$ cat src/hw/rtl/assert_macros.svh
`ifndef ASSERT_MACROS_SVH
`define ASSERT_MACROS_SVH
// Assertion helpers for the splat datapath
`define PSB_ASSERT(lbl, clk, rst_n, prop, msg) \
  lbl: assert property (@(posedge clk) disable iff (!rst_n) (prop)) else $error(msg);
`define PSB_ASSERT_NORST(lbl, clk, prop, msg) \
  lbl: assert property (@(posedge clk) (prop)) else $error(msg);
`endif

$ cat src/hw/rtl/psb_pkg.sv
package psb_pkg;
  localparam int SqrtSteps  = 19;
  localparam int RootW      = 19;
  localparam int RadW       = 36;
  localparam int DivSteps   = 34;
  localparam int NumW       = 34;
  localparam int DenW       = 16;
  localparam int Lat        = 3 + SqrtSteps + 1 + DivSteps + 2;

  typedef enum logic {
    CFG_GAIN   = 1'b0,
    CFG_WARMTH = 1'b1
  } cfg_idx_t;

  typedef struct packed {
    logic        covered;
    logic        add;
    logic [23:0] dest;
    logic [16:0] s_r;
    logic [16:0] s_g;
    logic [16:0] s_b;
    logic [8:0]  op;
    logic [15:0] r8;
  } psb_side_t;

  typedef struct packed {
    logic [RadW-1:0]  rem;
    logic [RootW-1:0] root;
    logic [RadW+1:0]  rad;
  } psb_sqrt_t;

  typedef struct packed {
    logic [DenW:0]    rem;
    logic [NumW-1:0]  num;
    logic [DenW-1:0]  den;
  } psb_div_t;

  function automatic logic [16:0] sat16(input logic [47:0] v);
    sat16 = (v > 48'd65536) ? 17'd65536 : v[16:0];
  endfunction
endpackage

$ cat src/hw/rtl/psb_sqrt_cell.sv
module psb_sqrt_cell
  import psb_pkg::*;
(
  input  logic      clk,
  input  logic      en,
  input  psb_sqrt_t in_s,
  input  psb_side_t in_side,
  output psb_sqrt_t out_s,
  output psb_side_t out_side
);
  psb_sqrt_t nxt;
  logic [RadW+1:0] trial;
  logic [RadW+1:0] cur;

  always_comb begin
    cur   = {in_s.rem, in_s.rad[RadW+1:RadW]};
    trial = cur - {{(RadW-RootW){1'b0}}, in_s.root, 2'b01};
    nxt.rad = {in_s.rad[RadW-1:0], 2'b00};
    if (!trial[RadW+1]) begin
      nxt.rem  = trial[RadW-1:0];
      nxt.root = {in_s.root[RootW-2:0], 1'b1};
    end else begin
      nxt.rem  = cur[RadW-1:0];
      nxt.root = {in_s.root[RootW-2:0], 1'b0};
    end
  end

  always_ff @(posedge clk) begin
    if (en) begin
      out_s    <= nxt;
      out_side <= in_side;
    end
  end
endmodule

$ cat config.mk
export PLATFORM = sky130hd
export DESIGN_NAME = psb_sqrt_cell
export DESIGN_NICKNAME = d
export VERILOG_FILES = /design/src/hw/rtl/assert_macros.svh /design/src/hw/rtl/psb_pkg.sv /design/src/hw/rtl/psb_sqrt_cell.sv
export SDC_FILE = /design/constraint.sdc
export NUM_CORES = 1
export LEC_CHECK = 0
export ABC_CLOCK_PERIOD_IN_PS = 2600
export BUFFER_PORTS_ARGS = -buffer_cell sky130_fd_sc_hd__buf_2
export CAP_MARGIN = 30
export CORE_UTILIZATION = 30
export CTS_CLUSTER_DIAMETER = 80
export DETAILED_ROUTE_END_ITERATION = 16
export PLACE_DENSITY = 0.67
export SYNTH_ARGS = -nofsm -noshare
export SYNTH_HDL_FRONTEND = slang
export SYNTH_SLANG_ARGS = --single-unit
export TNS_END_PERCENT = 50
$ cat constraint.sdc
create_clock -name clk -period 2.6 [get_ports clk]
set_input_delay 0 -clock clk [delete_from_list [all_inputs] [get_ports clk]]
set_output_delay 0 -clock clk [all_outputs]
set_load 0.01 [all_outputs]
Word-level counts from Yosys, hierarchy flattened
Index checks and enable logic that the tools add are counted.
{"block": "totals", "wordCells": 13, "ff_bits": 193, "output_inout_bits": 195, "input_bits": 197}
{"block": "op_classes", "add_sub_neg": 1, "muxes": 1}
{"cell": "$mux 55", "n": 1}
{"cell": "$sub 38x21->38", "n": 1}

Longest topological paths before layout
Gate-level depths: netlist of run 1.
{"block": "depth", "word_depth": 2, "mapped_depth": 12, "depth_no_buf": 10}

Worst setup path before layout of run 1
OpenSTA, ideal clock, no wires.
{"block": "synth_path", "kind": "input-to-reg", "start": "in in_s[52] (netlist name)", "end": "reg out_s[70] (netlist name) (data pin)", "cell_stages": 10, "path_buffers": 1, "path_slack_ps": 340, "arrival_ps": 2000, "setup_time_ps": 260, "required_ps": 2340, "cell_sequence": "inv_1 ha_1 a21oi_1 o21ai_0 a31oi_1 o311ai_1 nor3_2 xor2_2 buf_6 mux2_2"}
{"item": "start, declared", "line": "psb_sqrt_cell.sv:6", "source": "input psb_sqrt_t in_s,"}
{"item": "end signal, assigned", "line": "psb_sqrt_cell.sv:30", "source": "out_s <= nxt;"}
{"item": "end, declared", "line": "psb_sqrt_cell.sv:8", "source": "output psb_sqrt_t out_s,"}

==> impl_metrics.py, run 1 <==
metrics = {
    "outcome": {
        "status": "finished, final reports clean",
    },
    "logic_synthesis": {
        "synth_area_leaders": "edfxtp_1 (76%), ha_1 (3.3%), xor2_1 (2.5%)",
        "synth_top_area_cell": "edfxtp_1",
        "syn_area_per_cell_um2": 16.27,
        "synth_edf_count": 193,
        "yosys_warnings": 0,
        "synthFlopType": "edfxtp_1",
        "synth_area_um2": 7597,
        "synth_xor_area_frac": 0.04249,
        "synth_top_family_by_area": "simple AND/OR/NAND/NOR gates",
        "synth.top_cell.area_share": 0.7628,
        "yosys.area_share.simple": 0.06983,
        "yosys_register_bits": 193,
        "synth-compound-area-share": 0.06950,
        "synth_adder_area_share": 0.03294,
        "seq_area_frac_synth": 0.7628,
        "synth_mux_area_frac": 0.001482,
        "syn_inst": 467,
        "ys_async_sr_fraction": 0,
        "synth_cell_types": 49,
    },
    "floorplanning": {
        "die_h_um": 161.1,
        "io_pins": 392,
        "dieArea_um2": 25960,
        "row_count": 57,
        "start_util": 0.3088,
        "core_area_um2": 24600,
        "die_x_um": 161.1,
    },
    "clock_tree": {
        "cts_root_buf": "clkbuf_16",
        "path_clk_slew_ns": 0.08,
        "clockBufferDepth": 2,
        "cts_buffers": 17,
        "cts_sinks": 193,
        "cts_setup_buffers": 0,
        "htreeDepth": 4,
        "cts_tree": "yes",
    },
    "cells_and_area": {
        "diodes": 0,
        "n_fill_cell": 2096,
        "area_growth_pct": 67.75,
        "final_common_cell": "buf_2",
        "layout_common_cells": "buf_2 (388), edfxtp_1 (193), dlygate4sd3_1 (191)",
        "final_layout_size_suffix_gt1_frac": 0.4284,
        "nets": 1301,
    },
    "drt": {
        "ant_nets": 0,
        "first_iter_violations": 398,
        "viasPerCell": 4.479,
        "first_pass_iters": 6,
        "vias": 6365,
        "wirelength_um": 25740,
        "drc": 0,
        "wl_per_cell_um": 18.11,
    },
    "power_and_ir_drop": {
        "clockPowerShare": 0.345,
        "p_total_w": 0.007857,
        "power_density_nw_per_um2": 616.5,
        "p_seq_frac": 0.482,
        "ir_drop_mv": 0.3994,
        "p_switching_w": 0.002164,
        "power.internal_w": 0.005693,
        "combPwrFrac": 0.172,
        "leakage_nw": 5.420,
        "p_sw_frac": 0.2754,
    },
    "global_routing": {
        "grt.total_usage": 0.1960,
        "grt_pass1_wl_um": 37780,
        "grt_pass1_vias": 6537,
        "grt_antenna_before_repair": 0,
        "grt_max_degree": 94,
        "grt-ovfl-total": 0,
    },
    "sta": {
        "final.setup.worst_slack_ns": 0.06110,
        "slew_headroom": 0.4654,
        "setup_viol": 0,
        "fin_crit_ns": 2.539,
        "min_period_over_period": 0.9765,
        "slew_violations": 0,
        "clock.fmax_mhz": 393.9,
        "hold_violations": 0,
        "rsz0062_at_grt": "true",
        "tightest_slew_ns": 0.8019,
    },
    "job": {
        "drv_cap": 0,
    },
    "hold_path": {
        "hp-class": "in2reg",
    },
    "setup_path": {
        "worstPathMaxFanout": 13,
        "cp.arrival_ns": 2.71,
        "worstSetupPathType": "in2reg",
        "worstPathRequired_ns": 2.77,
        "start_kind": "input pin",
        "endpoint_kind": "register",
    },
    "placed_design": {
        "dp_hpwl_um": 18190,
        "routabilityCongestion": 0.8204,
        "post-place-ws_ns": -0.009879,
        "io_buffer_count": 389,
    },
}
==> cell type report <==
class | instances | area, um^2 | area share
multi-input cells | 244 | 1762 | 0.1382
repair buffers | 605 | 4088 | 0.3207
clock inverters | 15 | 182.7 | 0.01433
well taps | 324 | 405.4 | 0.03181
inverters | 23 | 86.33 | 0.006774
clock buffers | 17 | 425.4 | 0.03338
flip-flops and latches | 193 | 5796 | 0.4547
==> repair_timing <==
item,in CTS,in global routing
resized for setup,0,22
hold endpoints to repair,191,0
hold buffers,191,0
setup endpoints to repair,0,26
==> power by group through the flow <==
stage / clock [W] / combinational (W) / sequential [W]
2_1_floorplan: 0 / 0.000300 / 0.00401
3_3_place_gp: 0 / 0.00108 / 0.00385
3_5_place_dp: 0 / 0.00110 / 0.00385
4_1_cts: 0.00278 / 0.00133 / 0.00379
5_1_grt: 0.00288 / 0.00145 / 0.00382
6_report: 0.00271 / 0.00135 / 0.00379
==> path summary, 6_finish.rpt <==
| check | slack [ns] | from | cells after the start | to |
|---|---|---|---|---|
| max | 0.06 | in_s[69] | 12 | out_s[83] |
| min | 0.02 | in_s[76] | 2 | out_s[78] |
==> worst max-delay path, stage by stage <==
cell           delay, ns
dlygate4sd3_1       0.54
buf_2               0.14
ha_1                0.30
a21oi_2             0.17
o21ai_1             0.11
a31oi_1             0.22
o311ai_2            0.15
nor3_2              0.33
xor2_4              0.13
buf_12              0.17
nor4_2              0.32
xor2_1              0.11
==> through the flow <==
stage	area, um^2	util	instances	TNS [ns]	hold WS (ns)
floorplan	7601	-	468	0	0.09887
global placement	10120	0.4112	1198	0	0.1761
detailed placement	10120	0.4112	1198	-0.009879	0.1781
CTS	12640	0.5136	1421	0	0.002034
global route	12740	0.5180	1421	-0.1295	0.01699
finish	12740	0.5180	1421	0	0.02261
==> cells in the mapped netlist, types with 2 or more instances <==
cell	number
nor2b_1	2
a31oi_1	4
o211ai_1	2
buf_6	4
nor4_1	10
nand2b_1	8
ha_1	20
edfxtp_1	193
or4_1	2
a21oi_1	15
nor3_1	9
o21bai_1	2
nand2_1	36
o31ai_1	3
o21ai_1	6
and3_1	2
a21o_1	4
buf_4	2
a211oi_1	3
or3_1	4
o21ai_0	29
o21a_1	4
nor4_2	3
nor2_1	13
and2_1	3
xor2_1	22
xnor2_1	13
nand3_1	6
inv_1	23
==> metal layers <==
layer	part of all wire	up-vias	GRT usage	routed length, um
li1	-	3003	-	-
met1	0.39	3066	0.2243	10030
met2	0.54	266	0.3617	13780
met3	0.058	30	0.04648	1495
met4	0.017	0	0.05446	435
met5	0	-	0	0
==> registers in the layout (all words and copies together) (netlist names) <==
signal	flops
out_s	91
out_side	102
==> cell families (layout without fill, tap and decap cells) <==
| family | count (synthesis) | count (layout) |
|---|---|---|
| xor gates and xnor gates | 36 | 36 |
| buffers and inverters | 31 | 660 |
| other | 1 | 2 |
| adders and majority gates | 20 | 20 |
| and+or+nand+nor | 103 | 103 |
| muxes | 1 | 1 |
| DFF | 193 | 193 |
| AOI/OAI and AO/OA | 82 | 82 |
No activity file was read; power rests on OpenSTA's default activity.
==> run 2, diff against run 1 <==
--- a/config.mk
+++ b/config.mk
@@ -8,10 +8,12 @@
 export ABC_CLOCK_PERIOD_IN_PS = 2600
 export BUFFER_PORTS_ARGS = -buffer_cell sky130_fd_sc_hd__buf_2
 export CAP_MARGIN = 30
+export CORE_ASPECT_RATIO = 1.75
 export CORE_UTILIZATION = 30
 export CTS_CLUSTER_DIAMETER = 80
 export DETAILED_ROUTE_END_ITERATION = 16
 export PLACE_DENSITY = 0.67
+export RECOVER_POWER = 50
 export SYNTH_ARGS = -nofsm -noshare
 export SYNTH_HDL_FRONTEND = slang
 export SYNTH_SLANG_ARGS = --single-unit
==> impl_metrics.py, run 2 (synthesis results as in run 1) <==
metrics = {
    "setup_path": {
        "endpoint_kind": "register",
        "start_kind": "input pin",
        "worstPathRequired_ns": 2.77,
        "cp.arrival_ns": 2.69,
        "worstPathMaxFanout": 14,
        "worstSetupPathType": "in2reg",
    },
    "floorplanning": {
        "row_count": 76,
        "dieArea_um2": 25990,
        "die_h_um": 212.5,
        "start_util": 0.3073,
        "die_x_um": 122.3,
        "core_area_um2": 24720,
        "io_pins": 392,
    },
    "outcome": {
        "status": "finished, final reports clean",
    },
    "job": {
        "drv_cap": 0,
    },
    "clock_tree": {
        "cts_tree": "yes",
        "path_clk_slew_ns": 0.07,
        "cts_buffers": 17,
        "cts_sinks": 193,
        "cts_root_buf": "clkbuf_16",
        "clockBufferDepth": 2,
        "htreeDepth": 4,
    },
    "global_routing": {
        "grt_pass1_vias": 6491,
        "grt-ovfl-total": 0,
        "grt_max_degree": 80,
        "grt.total_usage": 0.1806,
        "grt_pass1_wl_um": 34160,
        "grt_antenna_before_repair": 3,
    },
    "placed_design": {
        "dpl_cell_area_um2": 10150,
        "io_buffer_count": 389,
        "routabilityCongestion": 0.8800,
        "post-place-ws_ns": -0.1203,
        "dp_hpwl_um": 16910,
    },
    "cells_and_area": {
        "area_growth_pct": 68.26,
        "final_layout_size_suffix_gt1_frac": 0.4114,
        "final_common_cell": "buf_2",
        "largest_reg_flops": 102,
        "final_cell_area_um2": 12780,
        "largestRegisters": "out_side x102, out_s x91",
        "nets": 1310,
        "layout_common_cells": "buf_2 (370), edfxtp_1 (193), dlygate4sd3_1 (192)",
        "regMostFlops": "out_side",
    },
    "drt": {
        "viasPerCell": 4.504,
        "vias": 6395,
        "ant_nets": 0,
        "first_pass_iters": 4,
        "wl_per_cell_um": 16.87,
        "drc": 0,
        "wirelength_um": 23960,
        "first_iter_violations": 357,
    },
    "sta": {
        "fin_crit_ns": 2.518,
        "final.setup.worst_slack_ns": 0.08162,
        "hold_slack_ns": 0.1049,
        "slew_headroom": 0.05670,
        "min_period_over_period": 0.9686,
        "slew_violations": 0,
        "tightest_slew_ns": 1.415,
        "hold_violations": 0,
        "setup_viol": 0,
        "clock.fmax_mhz": 397.1,
        "rsz0062_at_grt": "true",
    },
    "power_and_ir_drop": {
        "ir_drop_mv": 0.4243,
        "leakage_nw": 5.402,
        "power_density_nw_per_um2": 613.9,
    },
    "hold_path": {
        "hold-path-cell-count": 4,
        "min_to": "out_s[58]",
        "hp-class": "in2reg",
        "min_from": "in_s[36]",
    },
}
==> run 2: cell count changes in the layout (fill, tap and decap cells not counted), sizes merged <==
| cell | change |
|---|---|
| clkinv | -3 |
| buf | -10 |
| clkbuf | +18 |
| diode | +2 |
| dlygate4sd3 | +1 |
| clkinvlp | +4 |
| inv | -4 |
| bufinv | +3 |
==> run 2: final cells by class <==
| cell class | count | area (um^2) |
|---|---|---|
| Sequential cell | 193 | 5796 |
| Clock buffer | 17 | 425.4 |
| Inverter | 23 | 86.33 |
| Tap cell | 312 | 390.4 |
| Multi-Input combinational cell | 244 | 1770 |
| Fill cell | 2151 | 11940 |
| Clock inverter | 15 | 178.9 |
| Timing Repair Buffer | 614 | 4131 |
| Antenna cell | 2 | 5.005 |
==> run 2: how the worst max path moves through the flow <==
stage / endpoint / from / cells after the start / slack [ns]
4_1_cts: out_s[68] / in_s[89] / 9 / 0.01
5_1_grt: out_s[83] / in_s[53] / 13 / -0.02
2_1_floorplan: out_s[70] / in_s[52] / 10 / 0.34
3_5_place_dp: out_s[68] / in_s[52] / 11 / -0.12
6_report: out_s[83] / in_s[60] / 12 / 0.08
3_3_place_gp: out_s[92] / in_s[38] / 12 / -0.08
==> run 2: critical path, stage by stage <==
cell and delay (ns):
dlygate4sd3_1 0.54, buf_2 0.15, ha_4 0.29, o21ai_0 0.08, nand2b_1 0.12, o211ai_2 0.13
a2111oi_4 0.45, nor3_4 0.10, xor2_4 0.21, buf_12 0.17, nor4_2 0.30, xor2_1 0.14
==> run 2: power breakdown <==
group / switching [W] / internal, W
combinational: 0.000682 / 0.000665
sequential: 0.0000676 / 0.00372
clock: 0.00119 / 0.00152
total: 0.00194 / 0.00591
==> run 2: through the flow <==
stage / utilization / power, W / TNS, ns / instances
2_1_floorplan: - / 0.004307 / 0 / 468
3_3_place_gp: 0.4104 / 0.004925 / -0.1646 / 1192
3_5_place_dp: 0.4104 / 0.004953 / -1.586 / 1192
4_1_cts: 0.5126 / 0.007930 / 0 / 1416
5_1_grt: 0.5170 / 0.008160 / -0.03804 / 1419
6_report: 0.5171 / 0.007848 / 0 / 1420
==> run 2: routing by layer <==
layer	track usage	vias up	part of all wire
met5	0	-	0.00042
met4	0.09840	2	0.039
met3	0.04614	51	0.061
met2	0.3233	252	0.54
met1	0.1893	3062	0.36
li1	-	3028	-
==> run 2: repair_timing <==
action,CTS,global route
setup endpoints to repair,0,29
buffers inserted,0,2
hold endpoints to repair,192,0
hold buffers,192,0
gates resized for setup,0,16
