[config.mk]
export PLATFORM = sky130hd
export DESIGN_NAME = psb_div_cell
export DESIGN_NICKNAME = d
export VERILOG_FILES = /design/src/hw/rtl/assert_macros.svh /design/src/hw/rtl/psb_pkg.sv /design/src/hw/rtl/psb_div_cell.sv
export SDC_FILE = /design/constraint.sdc
export NUM_CORES = 1
export LEC_CHECK = 0
export BUFFER_PORTS_ARGS = -buffer_cell sky130_fd_sc_hd__buf_4
export CAP_MARGIN = 40
export CORE_UTILIZATION = 28
export DETAILED_ROUTE_END_ITERATION = 8
export SLEW_MARGIN = 30
export SYNTH_ARGS = -nofsm -noshare
export SYNTH_HDL_FRONTEND = slang
export SYNTH_SLANG_ARGS = --single-unit
[constraint.sdc]
create_clock -name clk -period 3.8 [get_ports clk]
set_input_delay 0.57 -clock clk [delete_from_list [all_inputs] [get_ports clk]]
set_output_delay 0.57 -clock clk [all_outputs]
set_load 0.01 [all_outputs]
[src/hw/rtl/assert_macros.svh]
`ifndef ASSERT_MACROS_SVH
`define ASSERT_MACROS_SVH
// Assertion helpers for the splat datapath
`define PSB_ASSERT(lbl, clk, rst_n, prop, msg) \
  lbl: assert property (@(posedge clk) disable iff (!rst_n) (prop)) else $error(msg);
`define PSB_ASSERT_NORST(lbl, clk, prop, msg) \
  lbl: assert property (@(posedge clk) (prop)) else $error(msg);
`endif

[src/hw/rtl/psb_pkg.sv]
package psb_pkg;
  localparam int SqrtSteps  = 19;
  localparam int RootW      = 19;
  localparam int RadW       = 36;
  localparam int DivSteps   = 34;
  localparam int NumW       = 34;
  localparam int DenW       = 16;
  localparam int Lat        = 3 + SqrtSteps + 1 + DivSteps + 2;

  typedef enum logic {
    CFG_GAIN   = 1'b0,
    CFG_WARMTH = 1'b1
  } cfg_idx_t;

  typedef struct packed {
    logic        covered;
    logic        add;
    logic [23:0] dest;
    logic [16:0] s_r;
    logic [16:0] s_g;
    logic [16:0] s_b;
    logic [8:0]  op;
    logic [15:0] r8;
  } psb_side_t;

  typedef struct packed {
    logic [RadW-1:0]  rem;
    logic [RootW-1:0] root;
    logic [RadW+1:0]  rad;
  } psb_sqrt_t;

  typedef struct packed {
    logic [DenW:0]    rem;
    logic [NumW-1:0]  num;
    logic [DenW-1:0]  den;
  } psb_div_t;

  function automatic logic [16:0] sat16(input logic [47:0] v);
    sat16 = (v > 48'd65536) ? 17'd65536 : v[16:0];
  endfunction
endpackage

[src/hw/rtl/psb_div_cell.sv]
module psb_div_cell
  import psb_pkg::*;
(
  input  logic      clk,
  input  logic      en,
  input  psb_div_t  in_d,
  input  psb_side_t in_side,
  output psb_div_t  out_d,
  output psb_side_t out_side
);
  psb_div_t nxt;
  logic [DenW+1:0] cur;
  logic [DenW+1:0] diff;

  always_comb begin
    cur  = {in_d.rem, in_d.num[NumW-1]};
    diff = cur - {2'b00, in_d.den};
    nxt.den = in_d.den;
    if (!diff[DenW+1]) begin
      nxt.rem = diff[DenW:0];
      nxt.num = {in_d.num[NumW-2:0], 1'b1};
    end else begin
      nxt.rem = cur[DenW:0];
      nxt.num = {in_d.num[NumW-2:0], 1'b0};
    end
  end

  always_ff @(posedge clk) begin
    if (en) begin
      out_d    <= nxt;
      out_side <= in_side;
    end
  end
endmodule

* After elaboration in Yosys (flattened, before gate mapping)
Cells that the tools add are included.
** Word-level totals
- Bits in registers :: 169
- Bits in latches :: 0
- Memory bits (writable) :: 0
- Bits in read-only memories :: 0
- Bits of input ports :: 171
- Output and inout port bits :: 169
- Memories kept :: 0
** Cells by class
- Add/sub/neg operators :: 1
- Multipliers :: 0
- Divide/modulo/power cells :: 0
- Order comparisons :: 0
- Equal/unequal tests :: 0
- Shift-type cells :: 0
- Muxes and demuxes :: 1
- Bitwise logic cells :: 0
- Reduce and logical (&&, ||, !) cells :: 0
** Operators by type and width (number)
- $mux W51 :: 1
- $sub A18 B16 Y18 :: 1

* Logic depth before layout (Yosys ltp)
Gate-level depths: netlist of the first run.
- Depth after elaboration :: 2
- Depth in mapped cells :: 11

* Worst setup path before layout of the first run
Ideal clock, no wire load.
- Path kind :: input-to-reg
- From :: input port in_d[9] in the netlist's numbering
- To :: register out_d[60] in the netlist's numbering, data pin
- Setup time :: 0.260 ns
- Arrival time :: 2.598 ns
- Path slack :: 0.942 ns
- Cell stages on the path :: 10
- Buffers on the path :: 2
- Path through :: inv_1 ha_1 clkbuf_2 nand3_1 or4_1 a31oi_2 nor3_4 xnor2_4 buf_12 mux2_4
** RTL lines
- from (decl) :: RTL line psb_div_cell.sv:6 : input psb_div_t in_d,
- to (signal assigned) :: RTL line psb_div_cell.sv:30 : out_d <= nxt;
- to (decl) :: RTL line psb_div_cell.sv:8 : output psb_div_t out_d,

==> results of run 1 <==
==> metal layers <==
layer,vias to the layer above,share of wire
met5,-,0
met2,196,0.53
li1,1926,-
met1,1984,0.40
met4,0,0.0082
met3,13,0.064
==> synthesized netlist by cell type, drive strengths merged (2+ instances only) <==
cell type  number  area share
a21oi          17       0.014
a31oi           2      0.0030
buf             4      0.0080
edfxtp        169        0.82
ha             16       0.032
inv            17       0.010
mux2           14       0.029
mux2i           2      0.0032
nand2          13      0.0082
nand2b          4      0.0040
nand3           5      0.0040
nor2            6      0.0036
o2111ai         2      0.0028
o211ai          3      0.0044
o21a            2      0.0024
o21ai           8      0.0064
o31ai           2      0.0024
xnor2           9       0.016
xor2            7      0.0099
==> final timing paths <==
kind              slack (ps)       start  cells after the start     endpoint
setup / recovery         800    in_d[13]                      9    out_d[53]
hold / removal           320  in_side[6]                      1  out_side[6]
==> area by class of cell <==
cell class,count,area [µm²]
fill,1964,12160
clock buffer,17,425.4
sequential,169,5075
clock inverter,15,152.6
timing repair buffer,340,2569
inverter,17,63.81
multi-input combinational,124,1025
tap,280,350.3
==> cells by family (layout without fill, tap and decap cells) <==
family,count (synthesis),after routing,share of synthesized area
buffers and inverters,22,389,0.01911
AND/OR/NAND/NOR,35,35,0.03058
XOR/XNOR,16,16,0.02555
adder cells (fa/ha/maj),17,17,0.03541
flip-flops,169,169,0.8161
AO/OA/AOI/OAI,40,40,0.04105
multiplexers,16,16,0.03219
==> worst max-delay path, cell delays in order <==
cell and delay, ps:
buf_4 80, inv_1 30, ha_1 430, nand4_2 220, or4_1 460, a31oi_2 210, nor3_4 70, xnor2_4 640
mux2_2 420
==> state kept, by name, summed over array words and instances (netlist names) <==
signal / count
out_side: 102
out_d: 67
==> power by group through the flow <==
stage               clock, mW  sequential, mW  combinational (mW)
finish                   1.69            2.29               0.734
detailed placement          0            2.33               0.741
global route             1.81            2.30               0.786
global placement            0            2.33               0.728
floorplan                   0            2.41               0.189
CTS                      1.74            2.29               0.743
==> per-stage QoR <==
stage                     hold WS [ps]  cell area [µm²]  setup WS (ps)
after floorplan                  668.9             6218          941.7
after global placement           748.9             9082          454.3
after detailed placement         749.3             9082          364.3
after CTS                        298.3             9661          821.7
after global routing             295.2             9661          709.5
final                            320.3             9661          801.5
==> impl_metrics.json, run 1 <==
{
  "internal_power_mw": 3.516,
  "cts_sinks": 169,
  "gp_congestion": 0.9407,
  "final_max_slew_viol_count": 0,
  "use_met1": 0.1621,
  "endpoint_kind": "flop",
  "grt.busiest_layer": "met2",
  "routed_wl_mm": 16.93,
  "syn_area_um2": 6218,
  "placed_cells": 930,
  "total_power_mw": 4.715,
  "numCtsBuffers": 17,
  "combPwrFrac": 0.156,
  "start_util": 0.2849,
  "setup_viol": 0,
  "antenna_found_initial": 0,
  "wl_per_cell_um": 17.60,
  "cts_setup_buffers": 0,
  "vias": 4119,
  "power_density_nw_per_um2": 488.0,
  "cts.htree.levels": 4,
  "drtPass1Iterations": 4,
  "final.setup.tns_ps": 0,
  "drv_cap": 0,
  "synth_seq_cells": 169,
  "arrival_ps": 3160,
  "drt.antenna.violating_nets": 0,
  "dp_hpwl_mm": 13.06,
  "antenna_cells": 0,
  "critPathRequiredTime_ps": 3960,
  "p_clk_frac": 0.359,
  "seq_area_frac_synth": 0.8161,
  "final_common_cell": "buf_4",
  "grt_pass1_vias": 4165,
  "grt_first_pass_wirelength_mm": 23.37,
  "grt_use_met3": 0.03554,
  "hold_violations": 0,
  "grt_use_total": 0.1396,
  "std_cell_rows": 54,
  "area_growth_pct": 55.35,
  "portBuffers": 339,
  "seqPwrFrac": 0.486,
  "die_x_um": 151.0,
  "min_period_ps": 2999,
  "finalCoreUtilization": 0.4427,
  "cts_buffer_depth": 2,
  "ctsHoldBuffers": 0,
  "die_h_um": 151.0,
  "switching_share": 0.2542,
  "worst_slew_pin_slew_ps": 800.8,
  "fin_crit_sh": 0.7891,
  "cts_root_buf": "clkbuf_16",
  "ys.flop_type": "edfxtp_1",
  "grt_start_max_net_pins": 117,
  "final_cell_mix": "buf_4 (338), edfxtp_1 (169), inv_1 (17), a21oi_1 (17), clkbuf_16 (17)",
  "min_path_type": "input pin to flop",
  "stdcell_count": 962,
  "ys_types": 39,
  "syn_inst": 315,
  "synth_edf_count": 169,
  "via_per_inst": 4.282,
  "syn_area_per_cell_um2": 19.74,
  "cts_tree": "built",
  "dieArea_um2": 22810,
  "grtUsageMet2": 0.2493,
  "status": "completed",
  "grt.overflow.total": 0,
  "io_pins": 340,
  "syn_nets": 503,
  "fmax_mhz": 333.5,
  "yosys_warnings": 0,
  "fin_nets": 857,
  "slew_headroom": 0.4661,
  "rsz0062_at_grt": "no",
  "vdd_drop_max_mv": 0.2372,
  "critical_path_class": "input pin to flop",
  "synth_async_sr_flop_share": 0,
  "drc_errors": 0,
  "core_um2": 21820,
  "crit_fanout": 18,
  "p_switching_mw": 1.199,
  "cts_repair_resize_count": 0,
  "first_iter_violations": 130,
  "final_layout_size_suffix_gt1_frac": 0.5777,
  "p_leak_nw": 4.093,
  "start_kind": "input pin",
  "clk_pin_slew_worst_paths_ps": 70
}
Power figures use the tool's default switching activity.
==> run 2, diff against run 1 <==
==> constraint.sdc (replaced) <==
create_clock -name clk -period 2.7 [get_ports clk]
set_input_delay 0.405 -clock clk [delete_from_list [all_inputs] [get_ports clk]]
set_output_delay 0.405 -clock clk [all_outputs]
set_load 0.01 [all_outputs]
==> impl_metrics.json, run 2 (synthesis gave the netlist of run 1 again) <==
{
  "start_util": 0.2849,
  "setup_viol": 0,
  "routed_wl_mm": 16.91,
  "drt.antenna.violating_nets": 0,
  "p_leak_nw": 4.245,
  "cts_repair_resize_count": 0,
  "cts_root_buf": "clkbuf_16",
  "final_common_cell": "buf_4",
  "wl_per_cell_um": 17.06,
  "vias": 4245,
  "clk_pin_slew_worst_paths_ps": 70,
  "dp_hpwl_mm": 13.39,
  "p_clk_frac": 0.351,
  "drc_errors": 0,
  "grt_start_max_net_pins": 60,
  "slew_headroom": 0.6464,
  "first_iter_violations": 166,
  "ctsHoldBuffers": 0,
  "grt.overflow.total": 0,
  "cpLargestDelayFamily": "compound AO/OA/AOI/OAI gates",
  "fin_nets": 886,
  "arrival_ps": 2610,
  "cpPeakStageDelay_ps": 400,
  "grt_pass1_vias": 4262,
  "grt_first_pass_wirelength_mm": 23.35,
  "area_growth_pct": 59.46,
  "seqPwrFrac": 0.483,
  "setup_ws_ps": 251.1,
  "reg_top3": "out_side x102, out_d x67",
  "cts_sinks": 169,
  "p_switching_mw": 1.664,
  "antenna_found_initial": 0,
  "critPathRequiredTime_ps": 2860,
  "io_pins": 340,
  "drtPass1Iterations": 4,
  "dieArea_um2": 22810,
  "final.setup.tns_ps": 0,
  "crit_fanout": 9,
  "gp_congestion": 0.8769,
  "slowest_stage": "a311o_1",
  "post-route-cell-area_um2": 9916,
  "via_per_inst": 4.284,
  "worst_slew_pin_slew_ps": 530.4,
  "power_density_nw_per_um2": 672.7,
  "place_area_um2": 9338,
  "drv_cap": 0,
  "place_ws_ps": -169.7,
  "rsz0062_at_grt": "no",
  "cts.htree.levels": 4,
  "cts_setup_buffers": 0,
  "die_x_um": 151.0,
  "critical_path_class": "input pin to flop",
  "path_buf_inv": 3,
  "switching_share": 0.2494,
  "vdd_drop_max_mv": 0.3887,
  "grt_use_total": 0.1393,
  "cts_buffer_depth": 2,
  "antenna_cells": 0,
  "top_register": "out_side",
  "portBuffers": 339,
  "combPwrFrac": 0.166,
  "start_kind": "input pin",
  "cts_tree": "built",
  "internal_power_mw": 5.007,
  "largest_reg_flops": 102,
  "numCtsBuffers": 17,
  "endpoint_kind": "flop",
  "die_h_um": 151.0,
  "final_cell_mix": "buf_4 (364), edfxtp_1 (169), inv_1 (17), a21oi_1 (17), clkbuf_16 (17)",
  "fmax_mhz": 408.3,
  "status": "completed",
  "crit_chain": "buf_4 > inv_1 > ha_1 > a21oi_1 > o211ai_1 > a311o_1 > nor3_4 > xnor2_4 > buf_12 > mux2_2",
  "fin_crit_sh": 0.9070,
  "final_layout_size_suffix_gt1_frac": 0.5949,
  "std_cell_rows": 54,
  "hold_violations": 0,
  "min_path_type": "input pin to flop",
  "final_max_slew_viol_count": 0,
  "min_period_ps": 2449,
  "core_um2": 21820
}
==> run 2: worst paths after layout <==
kind	start	cells after the start	end
setup / recovery	in_d[12]	10	out_d[52]
hold / removal	in_d[31]	1	out_d[32]
==> run 2: final cells by class <==
class	count	area, µm²
repair buffers	369	2824
clock buffers	17	425.4
flip-flops and latches	169	5075
fillers	1946	11910
well taps	280	350.3
multi-input cells	124	1025
inverters	17	63.81
clock inverters	15	152.6
==> run 2: per-stage QoR <==
stage | std cells | power [mW] | util | hold slack [ps]
floorplan | 315 | 3.661 | - | 503.9
global placement | 959 | 4.382 | 0.4279 | 583.1
detailed placement | 959 | 4.396 | 0.4279 | 584.3
CTS | 991 | 6.757 | 0.4544 | 133.8
global route | 991 | 6.953 | 0.4544 | 125.9
finish | 991 | 6.671 | 0.4544 | 156.9
==> run 2: per-layer routing <==
layer  track usage  part of all wire
met5             0                 0
met4       0.04000             0.013
met3       0.04337             0.076
met2        0.2489              0.53
met1        0.1590              0.38
==> run 2: power groups by stage <==
| stage | clock network, mW | registers, mW | logic [mW] |
|---|---|---|---|
| finish | 2.34 | 3.22 | 1.10 |
| global route | 2.53 | 3.24 | 1.18 |
| CTS | 2.41 | 3.23 | 1.12 |
| detailed placement | 0 | 3.28 | 1.12 |
| global placement | 0 | 3.28 | 1.11 |
| floorplan | 0 | 3.40 | 0.266 |
==> run 3, diff against run 2 <==
--- a/config.mk
+++ b/config.mk
@@ -7,8 +7,10 @@
 export LEC_CHECK = 0
 export BUFFER_PORTS_ARGS = -buffer_cell sky130_fd_sc_hd__buf_4
 export CAP_MARGIN = 40
+export CORE_MARGIN = 10
 export CORE_UTILIZATION = 28
 export DETAILED_ROUTE_END_ITERATION = 8
+export SETUP_SLACK_MARGIN = 0.4
 export SLEW_MARGIN = 30
 export SYNTH_ARGS = -nofsm -noshare
 export SYNTH_HDL_FRONTEND = slang
==> impl_metrics.json, run 3 (synthesis gave the netlist of run 1 again) <==
{
  "crit_path_start": "in_d[63]",
  "cts_sinks": 169,
  "total_power_mw": 6.844,
  "min_period_ps": 2294,
  "grt_first_pass_wirelength_mm": 30.55,
  "rsz0062_at_grt": "yes",
  "final_cell_mix": "buf_4 (374), edfxtp_1 (169), clkbuf_16 (17), mux2_4 (14), a21oi_1 (12)",
  "arrival_ps": 2450,
  "cpPeakStageDelay_ps": 380,
  "min_path_type": "input pin to flop",
  "std_cell_rows": 54,
  "largest_reg_flops": 102,
  "drt.antenna.violating_nets": 0,
  "final_layout_size_suffix_gt1_frac": 0.6452,
  "core_um2": 21820,
  "status": "completed",
  "endpoint_kind": "flop",
  "internal_power_mw": 5.096,
  "whs_ps": 157.9,
  "final_max_slew_viol_count": 0,
  "cts_buffer_depth": 2,
  "via_per_inst": 4.339,
  "place_area_um2": 9532,
  "crit_fanout": 8,
  "area_growth_pct": 67.10,
  "slowest_stage": "a311o_1",
  "reg_top3": "out_side x102, out_d x67",
  "grt_pass1_vias": 4818,
  "slew_headroom": 0.6345,
  "start_util": 0.2849,
  "routed_wl_mm": 21.37,
  "ctsHoldBuffers": 0,
  "antenna_cells": 0,
  "p_leak_nw": 4.401,
  "hold_violations": 0,
  "vdd_drop_max_mv": 0.3423,
  "p_clk_frac": 0.345,
  "wl_per_cell_um": 21.16,
  "seqPwrFrac": 0.471,
  "dieArea_um2": 28570,
  "crit_chain": "buf_4 > ha_4 > buf_6 > a21oi_4 > o211ai_1 > a311o_1 > nor3_4 > xnor2_4 > buf_12 > mux2_4",
  "top_register": "out_side",
  "first_iter_violations": 305,
  "critical_path_depth": 10,
  "cts_tree": "built",
  "switching_share": 0.2554,
  "dp_hpwl_mm": 17.16,
  "drv_cap": 0,
  "p_switching_mw": 1.748,
  "finalCoreUtilization": 0.4762,
  "clk_pin_slew_worst_paths_ps": 80,
  "worst_slew_pin_slew_ps": 548.2,
  "die_x_um": 169.0,
  "io_pins": 340,
  "fmax_mhz": 435.9,
  "setup_viol": 0,
  "die_h_um": 169.0,
  "fin_crit_sh": 0.8497,
  "critical_path_class": "input pin to flop",
  "post-route-cell-area_um2": 10390,
  "placed_cells": 970,
  "numCtsBuffers": 17,
  "cpLargestDelayFamily": "compound AO/OA/AOI/OAI gates",
  "portBuffers": 339,
  "final_common_cell": "buf_4",
  "critPathRequiredTime_ps": 2860,
  "vias": 4382,
  "stdcell_count": 1010,
  "fin_nets": 906,
  "cts_root_buf": "clkbuf_16",
  "start_kind": "input pin",
  "crit_end": "out_d[52]",
  "power_density_nw_per_um2": 658.6,
  "grt_start_max_net_pins": 60,
  "grt.overflow.total": 0,
  "cts.htree.levels": 4,
  "drtPass1Iterations": 4,
  "drc_errors": 0,
  "antenna_found_initial": 0,
  "path_buf_inv": 3,
  "grt_use_total": 0.1411,
  "nFillCells": 1909,
  "gp_congestion": 0.8800,
  "combPwrFrac": 0.184
}
run 3: cell types whose count changed in the layout (fill, tap and decap cells not counted), sizes merged:
cell and change:
buf +20, clkinv -1
run 3: worst min path at each step:
stage,from,to,cells after the start
final,in_side[92],out_side[92],1
after global placement,in_side[98],out_side[98],1
after CTS,in_side[50],out_side[50],1
after floorplan,in_d[0],out_d[0],0
after global routing,in_d[40],out_d[41],1
after detailed placement,in_side[50],out_side[50],1
run 3: area by class of cell:
class	instances	area [µm²]	area share
clock buffers	17	425.4	0.04094
inverters	17	88.84	0.008549
multi-input cells	124	1274	0.1226
repair buffers	389	3027	0.2913
flip-flops and latches	169	5075	0.4884
well taps	280	350.3	0.03371
clock inverters	14	151.4	0.01457
run 3: repair_timing:
action                                  in CTS  in global routing
resized for setup                           21                 27
pin swaps                                    5                 11
endpoints found under the setup margin      18                 16
setup buffers                                1                  7
cloned                                       1                  0
run 3: power groups by stage:
stage | sequential [mW] | combinational [mW] | clock (mW)
after global routing | 3.24 | 1.35 | 2.57
after CTS | 3.23 | 1.23 | 2.44
after floorplan | 3.40 | 0.294 | 0
after global placement | 3.27 | 1.16 | 0
final | 3.22 | 1.26 | 2.36
after detailed placement | 3.28 | 1.18 | 0
run 3: per-stage QoR:
stage | worst slack, ps | setup TNS (ps)
after global placement | -251.9 | -3740
after global routing | 366.2 | 0
final | 405.7 | 0
after floorplan | 83.67 | 0
after detailed placement | -325.9 | -4817
after CTS | 402.3 | 0
run 3: per-layer routing:
metal	up-vias	wire length, µm	GRT usage
li1	2019	-	-
met2	194	11630	0.2581
met3	15	1620	0.04910
met1	2154	7877	0.1514
met4	0	246	0.03602
met5	-	0	0
